### config.mk
export PLATFORM = sky130hd
export DESIGN_NAME = sorted_priority_queue_core
export DESIGN_NICKNAME = d
export VERILOG_FILES = /design/src/hw/rtl/spq_pkg.sv /design/src/hw/rtl/spq_cell.sv /design/src/hw/rtl/sorted_priority_queue_core.sv
export SDC_FILE = /design/constraint.sdc
export NUM_CORES = 1
export LEC_CHECK = 0
export BUFFER_PORTS_ARGS = -buffer_cell sky130_fd_sc_hd__buf_2
export CORE_MARGIN = 10
export CORE_UTILIZATION = 63
export DETAILED_ROUTE_END_ITERATION = 7
export MAX_ROUTING_LAYER = met4
export PLACE_DENSITY = 0.82
export SLEW_MARGIN = 20
export SYNTH_ARGS = -nofsm -noshare
export SYNTH_HDL_FRONTEND = slang
export SYNTH_SLANG_ARGS = --single-unit
### constraint.sdc
create_clock -name clk -period 6.1 [get_ports clk]
set_input_delay 0.915 -clock clk [delete_from_list [all_inputs] [get_ports clk]]
set_output_delay 0.915 -clock clk [all_outputs]
set_load 0.01 [all_outputs]
### src/hw/rtl/spq_pkg.sv
// Package for the sorted priority queue: sizes, codes and transfer types.
// Used by spq_cell and sorted_priority_queue_core; it depends on nothing else.
package spq_pkg;

    // Queue depth and the width of the fill count, which must hold DEPTH itself.
    localparam int DEPTH   = 8;
    localparam int COUNT_W = $clog2(DEPTH + 1);
    localparam int OCC_W   = 4;

    // Operation codes carried by a command transfer.
    localparam logic OP_INSERT = 1'b0;
    localparam logic OP_REMOVE = 1'b1;

    // Result status codes.
    localparam logic [1:0] ST_OK        = 2'd0;
    localparam logic [1:0] ST_OVERFLOW  = 2'd1;
    localparam logic [1:0] ST_UNDERFLOW = 2'd2;

    // One command item.
    typedef struct packed {
        logic               operation;
        logic signed [31:0] element;
        logic        [7:0]  prio;
    } cmd_t;

    // One result item.
    typedef struct packed {
        logic        [1:0]       status;
        logic signed [31:0]      out_element;
        logic        [7:0]       out_prio;
        logic        [OCC_W-1:0] occupancy;
    } res_t;

    // One stored entry of the queue.
    typedef struct packed {
        logic signed [31:0] value;
        logic        [7:0]  prio;
    } entry_t;

    // Control broadcast to every cell of the chain.
    typedef struct packed {
        logic   ins;
        logic   rem;
        entry_t item;
    } cell_ctl_t;

endpackage

### src/hw/rtl/spq_cell.sv
// One cell of the sorted queue chain: holds a single entry and shifts it
// towards its neighbours on insert and remove. Depends on spq_pkg.
module spq_cell
(
    input  logic               clk,
    input  spq_pkg::cell_ctl_t ctl,
    input  logic               occupied,
    input  logic               left_lower,
    input  spq_pkg::entry_t    left_entry,
    input  spq_pkg::entry_t    right_entry,
    output spq_pkg::entry_t    entry,
    output logic               lower
);

    spq_pkg::entry_t entry_reg;
    spq_pkg::entry_t entry_next;

    // An empty cell, or one of strictly lower priority, yields to the new item.
    assign lower = !occupied || (entry_reg.prio < ctl.item.prio);
    assign entry = entry_reg;

    // On insert a yielding cell takes its left neighbour, or the new item if it
    // is the first to yield. On remove every cell takes its right neighbour; the tail keeps its own.
    always_comb
    begin
        entry_next = entry_reg;
        if (ctl.ins && lower)
        begin
            entry_next = left_lower ? left_entry : ctl.item;
        end
        else if (ctl.rem)
        begin
            entry_next = right_entry;
        end
    end

    // Payload only, so no reset.
    always_ff @(posedge clk)
    begin
        entry_reg <= entry_next;
    end

endmodule

### src/hw/rtl/sorted_priority_queue_core.sv
// Sorted priority queue, highest priority first, equal priorities in arrival order.
// The result is registered and shows in the cycle after the command transfer; one command
// per cycle while results are taken, set by the compare and shift across the cells.
// A command is taken while a result waits, provided that result is taken in the same cycle.
// Reset (rst_n low, asynchronous) empties the queue and drops any pending result;
// stored entries are not cleared, only the fill count.
module sorted_priority_queue_core
(
    input  logic          clk,
    input  logic          rst_n,
    input  logic          cmd_valid,
    output logic          cmd_stall,
    input  spq_pkg::cmd_t cmd,
    output logic          res_valid,
    input  logic          res_stall,
    output spq_pkg::res_t res
);

    logic [spq_pkg::COUNT_W-1:0] count_reg;
    logic [spq_pkg::COUNT_W-1:0] count_next;
    logic                        res_valid_reg;
    spq_pkg::res_t               res_reg;
    spq_pkg::res_t               res_next;

    logic                        accept;
    logic                        full;
    logic                        empty;
    spq_pkg::cell_ctl_t          ctl;

    spq_pkg::entry_t             entries [spq_pkg::DEPTH];
    logic                        lowers  [spq_pkg::DEPTH];

    // Handshake: the result register frees up when its transfer completes.
    assign cmd_stall = res_valid_reg && res_stall;
    assign accept    = cmd_valid && !cmd_stall;
    assign res_valid = res_valid_reg;
    assign res       = res_reg;

    assign full  = (count_reg == spq_pkg::COUNT_W'(spq_pkg::DEPTH));
    assign empty = (count_reg == '0);

    // Control broadcast to the chain.
    always_comb
    begin
        ctl.ins        = accept && (cmd.operation == spq_pkg::OP_INSERT) && !full;
        ctl.rem        = accept && (cmd.operation == spq_pkg::OP_REMOVE) && !empty;
        ctl.item.value = cmd.element;
        ctl.item.prio  = cmd.prio;
    end

    // The chain of cells, head at index zero.
    for (genvar i = 0; i < spq_pkg::DEPTH; i++)
    begin : g_cell
        logic            occupied;
        logic            left_lower;
        spq_pkg::entry_t left_entry;
        spq_pkg::entry_t right_entry;

        assign occupied = (spq_pkg::COUNT_W'(i) < count_reg);

        if (i == 0)
        begin : g_head
            assign left_lower = 1'b0;
            assign left_entry = ctl.item;
        end
        else
        begin : g_body
            assign left_lower = lowers[i-1];
            assign left_entry = entries[i-1];
        end

        if (i == spq_pkg::DEPTH - 1)
        begin : g_tail
            assign right_entry = entries[i];
        end
        else
        begin : g_inner
            assign right_entry = entries[i+1];
        end

        spq_cell u_cell
        (
            .clk         (clk),
            .ctl         (ctl),
            .occupied    (occupied),
            .left_lower  (left_lower),
            .left_entry  (left_entry),
            .right_entry (right_entry),
            .entry       (entries[i]),
            .lower       (lowers[i])
        );
    end

    // Fill count and the result of the command being taken.
    always_comb
    begin
        count_next = count_reg;
        if (ctl.ins)
        begin
            count_next = count_reg + 1'b1;
        end
        else if (ctl.rem)
        begin
            count_next = count_reg - 1'b1;
        end

        res_next.status      = spq_pkg::ST_OK;
        res_next.out_element = '0;
        res_next.out_prio    = '0;
        if (cmd.operation == spq_pkg::OP_REMOVE)
        begin
            if (empty)
            begin
                res_next.status = spq_pkg::ST_UNDERFLOW;
            end
            else
            begin
                res_next.out_element = entries[0].value;
                res_next.out_prio    = entries[0].prio;
            end
        end
        else if (full)
        begin
            res_next.status = spq_pkg::ST_OVERFLOW;
        end
        res_next.occupancy = spq_pkg::OCC_W'(count_next);
    end

    // Control state.
    always_ff @(posedge clk or negedge rst_n)
    begin
        if (!rst_n)
        begin
            count_reg     <= '0;
            res_valid_reg <= 1'b0;
        end
        else
        begin
            count_reg <= count_next;
            if (accept)
            begin
                res_valid_reg <= 1'b1;
            end
            else if (!res_stall)
            begin
                res_valid_reg <= 1'b0;
            end
        end
    end

    // Result payload.
    always_ff @(posedge clk)
    begin
        if (accept)
        begin
            res_reg <= res_next;
        end
    end

    // The fill count never passes the depth.
    a_count_bound : assert property (@(posedge clk) disable iff (!rst_n)
        count_reg <= spq_pkg::COUNT_W'(spq_pkg::DEPTH))
        else $error("fill count above depth");

    // A successful insert grows the queue by one.
    a_insert_grows : assert property (@(posedge clk) disable iff (!rst_n)
        ctl.ins |=> (count_reg == $past(count_reg) + 1'b1))
        else $error("insert did not grow the queue");

    // A remove from an empty queue reports underflow and leaves it empty.
    a_underflow : assert property (@(posedge clk) disable iff (!rst_n)
        (accept && (cmd.operation == spq_pkg::OP_REMOVE) && empty)
        |=> (res.status == spq_pkg::ST_UNDERFLOW) && (count_reg == '0) && res_valid)
        else $error("underflow not reported");

    // With no result waiting, commands are never held off.
    a_no_stall_idle : assert property (@(posedge clk) disable iff (!rst_n)
        !res_valid_reg |-> !cmd_stall)
        else $error("command stalled with no result pending");

endmodule
==> flow_summary.toml, run 1 <==
[outcome]
status = "completed"

[floorplanning]
die-area_sq_um = 37500
die_y_microns = 194
io_pins = 93
start_util_pct = 63.9
fp.dieW_microns = 194
rows = 63
coreArea_sq_um = 29700

[timing]
fin_ws_ns = 1.96
worstMarginPinSlew_ns = 1.10
skew_ns = 0.0273
layout_min_cycle_time_ns = 4.14
tns_ns = 0
setup_viol = 0
hold_viol_final = 0
max-slew-margin-rel_pct = 26.6
rsz0062_at_grt = "false"
clock.fmax_mhz = 241
slew_violations = 0
fin_crit_sh_pct = 67.9

[critical_path]
worstPathArrival_ns = 4.41
worstReg2RegStart = "count_reg[3]"
reg2reg_depth = 7
timing.rr.end = "g_cell[0].u_cell.entry[1]"
crit_fanout = 28
cp-start-kind = "flop"
r2r_setup_slack_ns = 1.96
cp.required_ns = 6.36
end_kind = "flop"
crit_type = "flop to flop"

[synth]
synth.largest_area_cell = "edfxtp_1"
synth_seq_area_share_pct = 58.5
netlist.area_leader.share_pct = 57.9
yosysMostFrequentCell = "edfxtp_1"
synth_nets = 1634
synthCells = 1529
syn_avg_cell_area_sq_um = 12.4
syn_area_sq_um = 19000
synth_edf_count = 366
netlist_top_cells_count = "edfxtp_1, mux2i_1, nand2_1, o21ai_0, a21oi_1"
yosys_warnings = 0
synthArstFlopShare_pct = 1.35
ys_top_cells_by_area = "edfxtp_1, mux2i_1, ha_1"
synthDistinctLibCells = 42
ys.flop_type = "edfxtp_1"
synth-seq-cells = 371

[finish]
finalNonFillerCells = 2009
largest_register_ffs = 320
drive_above_1_share_pct = 17.3
finish.utilization_pct = 70.9
fin_nets = 1693
area_growth_pct = 10.9

[cts]
cts_root_buf = "clkbuf_16"
cts_tree = "yes"
clock_path_buffers = 3
cts_resized = 0
clock_latency_ns = 0.55
numCtsBuffers = 40
holdBufCountCts = 0
htree_levels = 2
clkTransAtPathRegs_ns = 0.06
cts.sinks = 371
postCtsSetupBuffers = 0

[place]
dp_hpwl_microns = 29900
dp_slack_ns = 1.95
place_inst = 1936
finalWeightedCongestion = 0.959
numPortBuffers = 92

[detailed_routing]
ant_nets = 0
post-route-drc-count = 0
wl_microns = 49400
wire_per_inst_microns = 24.6
vias = 12791
drt_iter0_drc = 1359
via_per_inst = 6.37
dr.pass1.iters = 5

[pwr]
p_per_area_nw_per_um2 = 403
p_sw_mw = 2.78
p_total_mw = 8.50
internal_power_mw = 5.71
p_sw_share_pct = 32.8
combPwrFrac_pct = 29.1
seqPwrFrac_pct = 43.3
ir_drop_v = 0.000251
clockPowerShare_pct = 27.6
leakage_nw = 8.47

[grt]
overflow = 0
grt_pass1_wl_microns = 76200
grtUsageTotal_pct = 26.3
grt_start_max_net_pins = 81
grt_pass1_vias = 12817
antenna_found_initial = 1

[job]
maxCapViolCount = 0

[hold_path]
hold_path.class = "input port to asynchronous set/reset pin"
==> routing by layer <==
metal  global-route usage, %  wire length [microns]
met5                       -                      0
met3                    4.03                   3710
met1                    35.2                  21100
met4                    7.87                   1330
met2                    40.8                  23200
==> logic make-up after synthesis <==
logic type,after synthesis,share of synthesized area [%]
multiplexers,312,17.7
buffers and inverters,120,2.84
AND/OR/NAND/NOR,342,7.71
adder cells (fa/ha/maj),60,3.95
flip-flops,371,58.5
AO/OA/AOI/OAI,321,9.14
XOR/XNOR,3,0.138
==> how the worst max path moves through the flow <==
| stage | start | endpoint | slack, ns |
|---|---|---|---|
| floorplan | cmd[5] | g_cell[7].u_cell.entry[0] | 1.51 |
| global placement | cmd[5] | g_cell[5].u_cell.entry[1] | 1.98 |
| detailed placement | cmd[7] | g_cell[5].u_cell.entry[38] | 1.95 |
| CTS | count_reg[3] | g_cell[0].u_cell.entry[1] | 1.96 |
| global route | count_reg[3] | g_cell[0].u_cell.entry[0] | 1.81 |
| finish | count_reg[3] | g_cell[0].u_cell.entry[1] | 1.96 |
==> critical path, stage by stage (launching register included) <==
cell and delay [ns]:
dfrtp_1 0.50, nor2_1 0.49, nand2_1 0.59, buf_4 0.46
and2_1 0.21, nand2_1 0.40, nand2_2 0.70, buf_4 0.48
==> per-stage QoR <==
| step | hold slack, ns | instance area, sq um |
|---|---|---|
| finish | 0.194 | 21100 |
| global route | 0.193 | 21100 |
| CTS | 0.185 | 21100 |
| detailed placement | 0.518 | 19800 |
| global placement | 0.496 | 19800 |
| floorplan | 0.521 | 19000 |
==> power groups by stage <==
stage                     Clock (mW)  Sequential (mW)  Combinational [mW]
after floorplan                    0             3.64                1.73
after detailed placement           0             3.72                2.44
after CTS                       2.36             3.68                2.46
after global routing            2.46             3.72                2.66
after global placement             0             3.71                2.38
final                           2.34             3.68                2.47
==> area by class of cell <==
class	instances	area (sq um)
multi-input cells	1038	7470
repair buffers	120	671
fillers	2010	8640
diodes	1	2.50
flip-flops and latches	371	11100
clock buffers	49	1060
inverters	17	63.8
clock inverters	23	203
well taps	390	488
==> cell usage in the layout (no fill, tap or decap), drive strengths merged, types with 3 or more instances in the layout <==
cell / instances
a21oi: 111
o21ai: 187
clkbuf: 49
a21o: 6
mux2i: 240
inv: 19
nor3: 4
clkinv: 17
nand2b: 10
a211oi: 4
edfxtp: 366
a2111o: 3
and3: 41
mux2: 72
ha: 60
o21a: 4
nor2: 87
nand4: 7
dfrtp: 5
buf: 120
nand2: 186
(Power assumes the default switching activity.)
==> inputs of run 2 (changes only) <==
Settings changed: CORE_UTILIZATION 63 to 56, PLACE_DENSITY 0.82 to 0.77.
Clock period 6.1 ns to 3.4 ns, I/O delays scaled along.
==> run 2 against run 1 <==
  * Via count rose by 1.2%
  * Largest power group unchanged
  * Hold slack got worse by 0.028 ns
  * Critical endpoint is now g_cell[6].u_cell.entry[2]
  * Setup slack got worse by 1.4 ns
==> flow_summary.toml, run 2 (synthesized netlist as in run 1, its figures left out) <==
[detailed_routing]
wire_per_inst_microns = 23.9
via_per_inst = 6.17
vias = 12948
drt_iter0_drc = 1133
wl_microns = 50200
dr.pass1.iters = 5
ant_nets = 0
post-route-drc-count = 0

[finish]
final_area_sq_um = 21400
multi_input_area_sq_um = 7470
register_area_sq_um = 11100
fillers = 2553
area_growth_pct = 12.9
fin_nets = 1726
layout_commonest_cell = "edfxtp_1"
drive_above_1_share_pct = 18.0
final_cell_mix = "edfxtp_1, mux2i_1, nand2_1"
largest_register_ffs = 320
finalNonFillerCells = 2097

[critical_path]
cp-start-kind = "flop"
end_kind = "flop"
crit_type = "flop to flop"
r2r_setup_slack_ns = 0.54
worstPathArrival_ns = 3.03
crit_fanout = 24
cp.required_ns = 3.57
reg2reg_depth = 8
worstReg2RegStart = "count_reg[1]"
timing.rr.end = "g_cell[6].u_cell.entry[2]"

[grt]
antenna_found_initial = 2
grt_pass1_wl_microns = 76800
grt_start_max_net_pins = 81
grt_pass1_vias = 12958
overflow = 0
grtUsageTotal_pct = 24.5

[cts]
htree_levels = 2
cts.sinks = 371
cts_tree = "yes"
numCtsBuffers = 39
clkTransAtPathRegs_ns = 0.06
clock_path_buffers = 3
cts_root_buf = "clkbuf_16"
clock_latency_ns = 0.55
cts_resized = 0

[floorplanning]
die-area_sq_um = 41700
start_util_pct = 56.6
rows = 67
coreArea_sq_um = 33500
die_y_microns = 204
io_pins = 93
fp.dieW_microns = 204

[timing]
fin_crit_sh_pct = 84.2
tns_ns = 0
slew_violations = 0
hold_viol_final = 0
layout_min_cycle_time_ns = 2.86
worstMarginPinSlew_ns = 0.839
max-slew-margin-rel_pct = 43.8
setup_viol = 0
rsz0062_at_grt = "false"
timing.hold.ws_ns = 0.166
skew_ns = 0.0370
clock.fmax_mhz = 349

[outcome]
status = "completed"

[place]
finalWeightedCongestion = 0.939
place_area_sq_um = 20300
place_inst = 2027
dp_hpwl_microns = 32200
numPortBuffers = 92

[job]
maxCapViolCount = 0

[pwr]
leakage_nw = 8.62
p_per_area_nw_per_um2 = 704
p_total_mw = 15.1
ir_drop_v = 0.000437

[hold_path]
holdPathStages = 2
min_from = "cmd_valid"
worstHoldEndpoint = "res_valid"
hold_path.class = "input port to flop"
[run 2: routing by layer]
metal / up-vias / global-route usage [%] / part of all wire, %
met5: - / - / 0
met4: 0 / 7.35 / 2.7
met3: 93 / 3.88 / 8.5
met2: 591 / 39.0 / 48
met1: 6396 / 31.8 / 41
li1: 5868 / - / -
[run 2: where the power goes]
part           internal [mW]  total (mW)  switching (mW)
combinational           1.88        4.64            2.76
sequential              6.15        6.60           0.453
clock                   2.12        3.85            1.73
total                   10.1        15.1            4.94
[run 2: worst max path at each step]
stage,to,startpoint,slack (ns),depth (start not counted)
floorplan,g_cell[5].u_cell.entry[0],res_stall,-0.09,5
global placement,g_cell[6].u_cell.entry[37],cmd[3],0.32,10
detailed placement,g_cell[6].u_cell.entry[29],cmd[3],0.28,10
CTS,g_cell[6].u_cell.entry[0],count_reg[0],0.60,8
global route,g_cell[1].u_cell.entry[12],count_reg[0],0.37,9
finish,g_cell[6].u_cell.entry[2],count_reg[1],0.54,8
[run 2: final cells by class]
type	instances	area share [%]
Timing Repair Buffer	154	5.21
Tap cell	448	2.61
Multi-Input combinational cell	1038	34.9
Clock buffer	53	4.80
Antenna cell	2	0.0233
Clock inverter	14	0.362
Inverter	17	0.298
Sequential cell	371	51.8
[run 2: worst max-delay path, stage by stage (launching register included)]
cell	delay [ns]
dfrtp_1	0.48
inv_1	0.12
ha_1	0.22
inv_1	0.08
nor3b_1	0.08
or3_1	0.52
a211oi_4	0.34
nand2b_2	0.19
buf_4	0.44
[run 2: timing repair]
item / in CTS / in global routing
setup buffers: 0 / 0
hold endpoints to repair: 5 / 0
hold buffers: 1 / 0
[run 2: metrics by stage]
stage,utilization [%],worst slack [ns]
floorplan,-,-0.0883
CTS,63.9,0.597
global route,63.9,0.368
global placement,60.6,0.316
finish,63.9,0.536
detailed placement,60.6,0.275
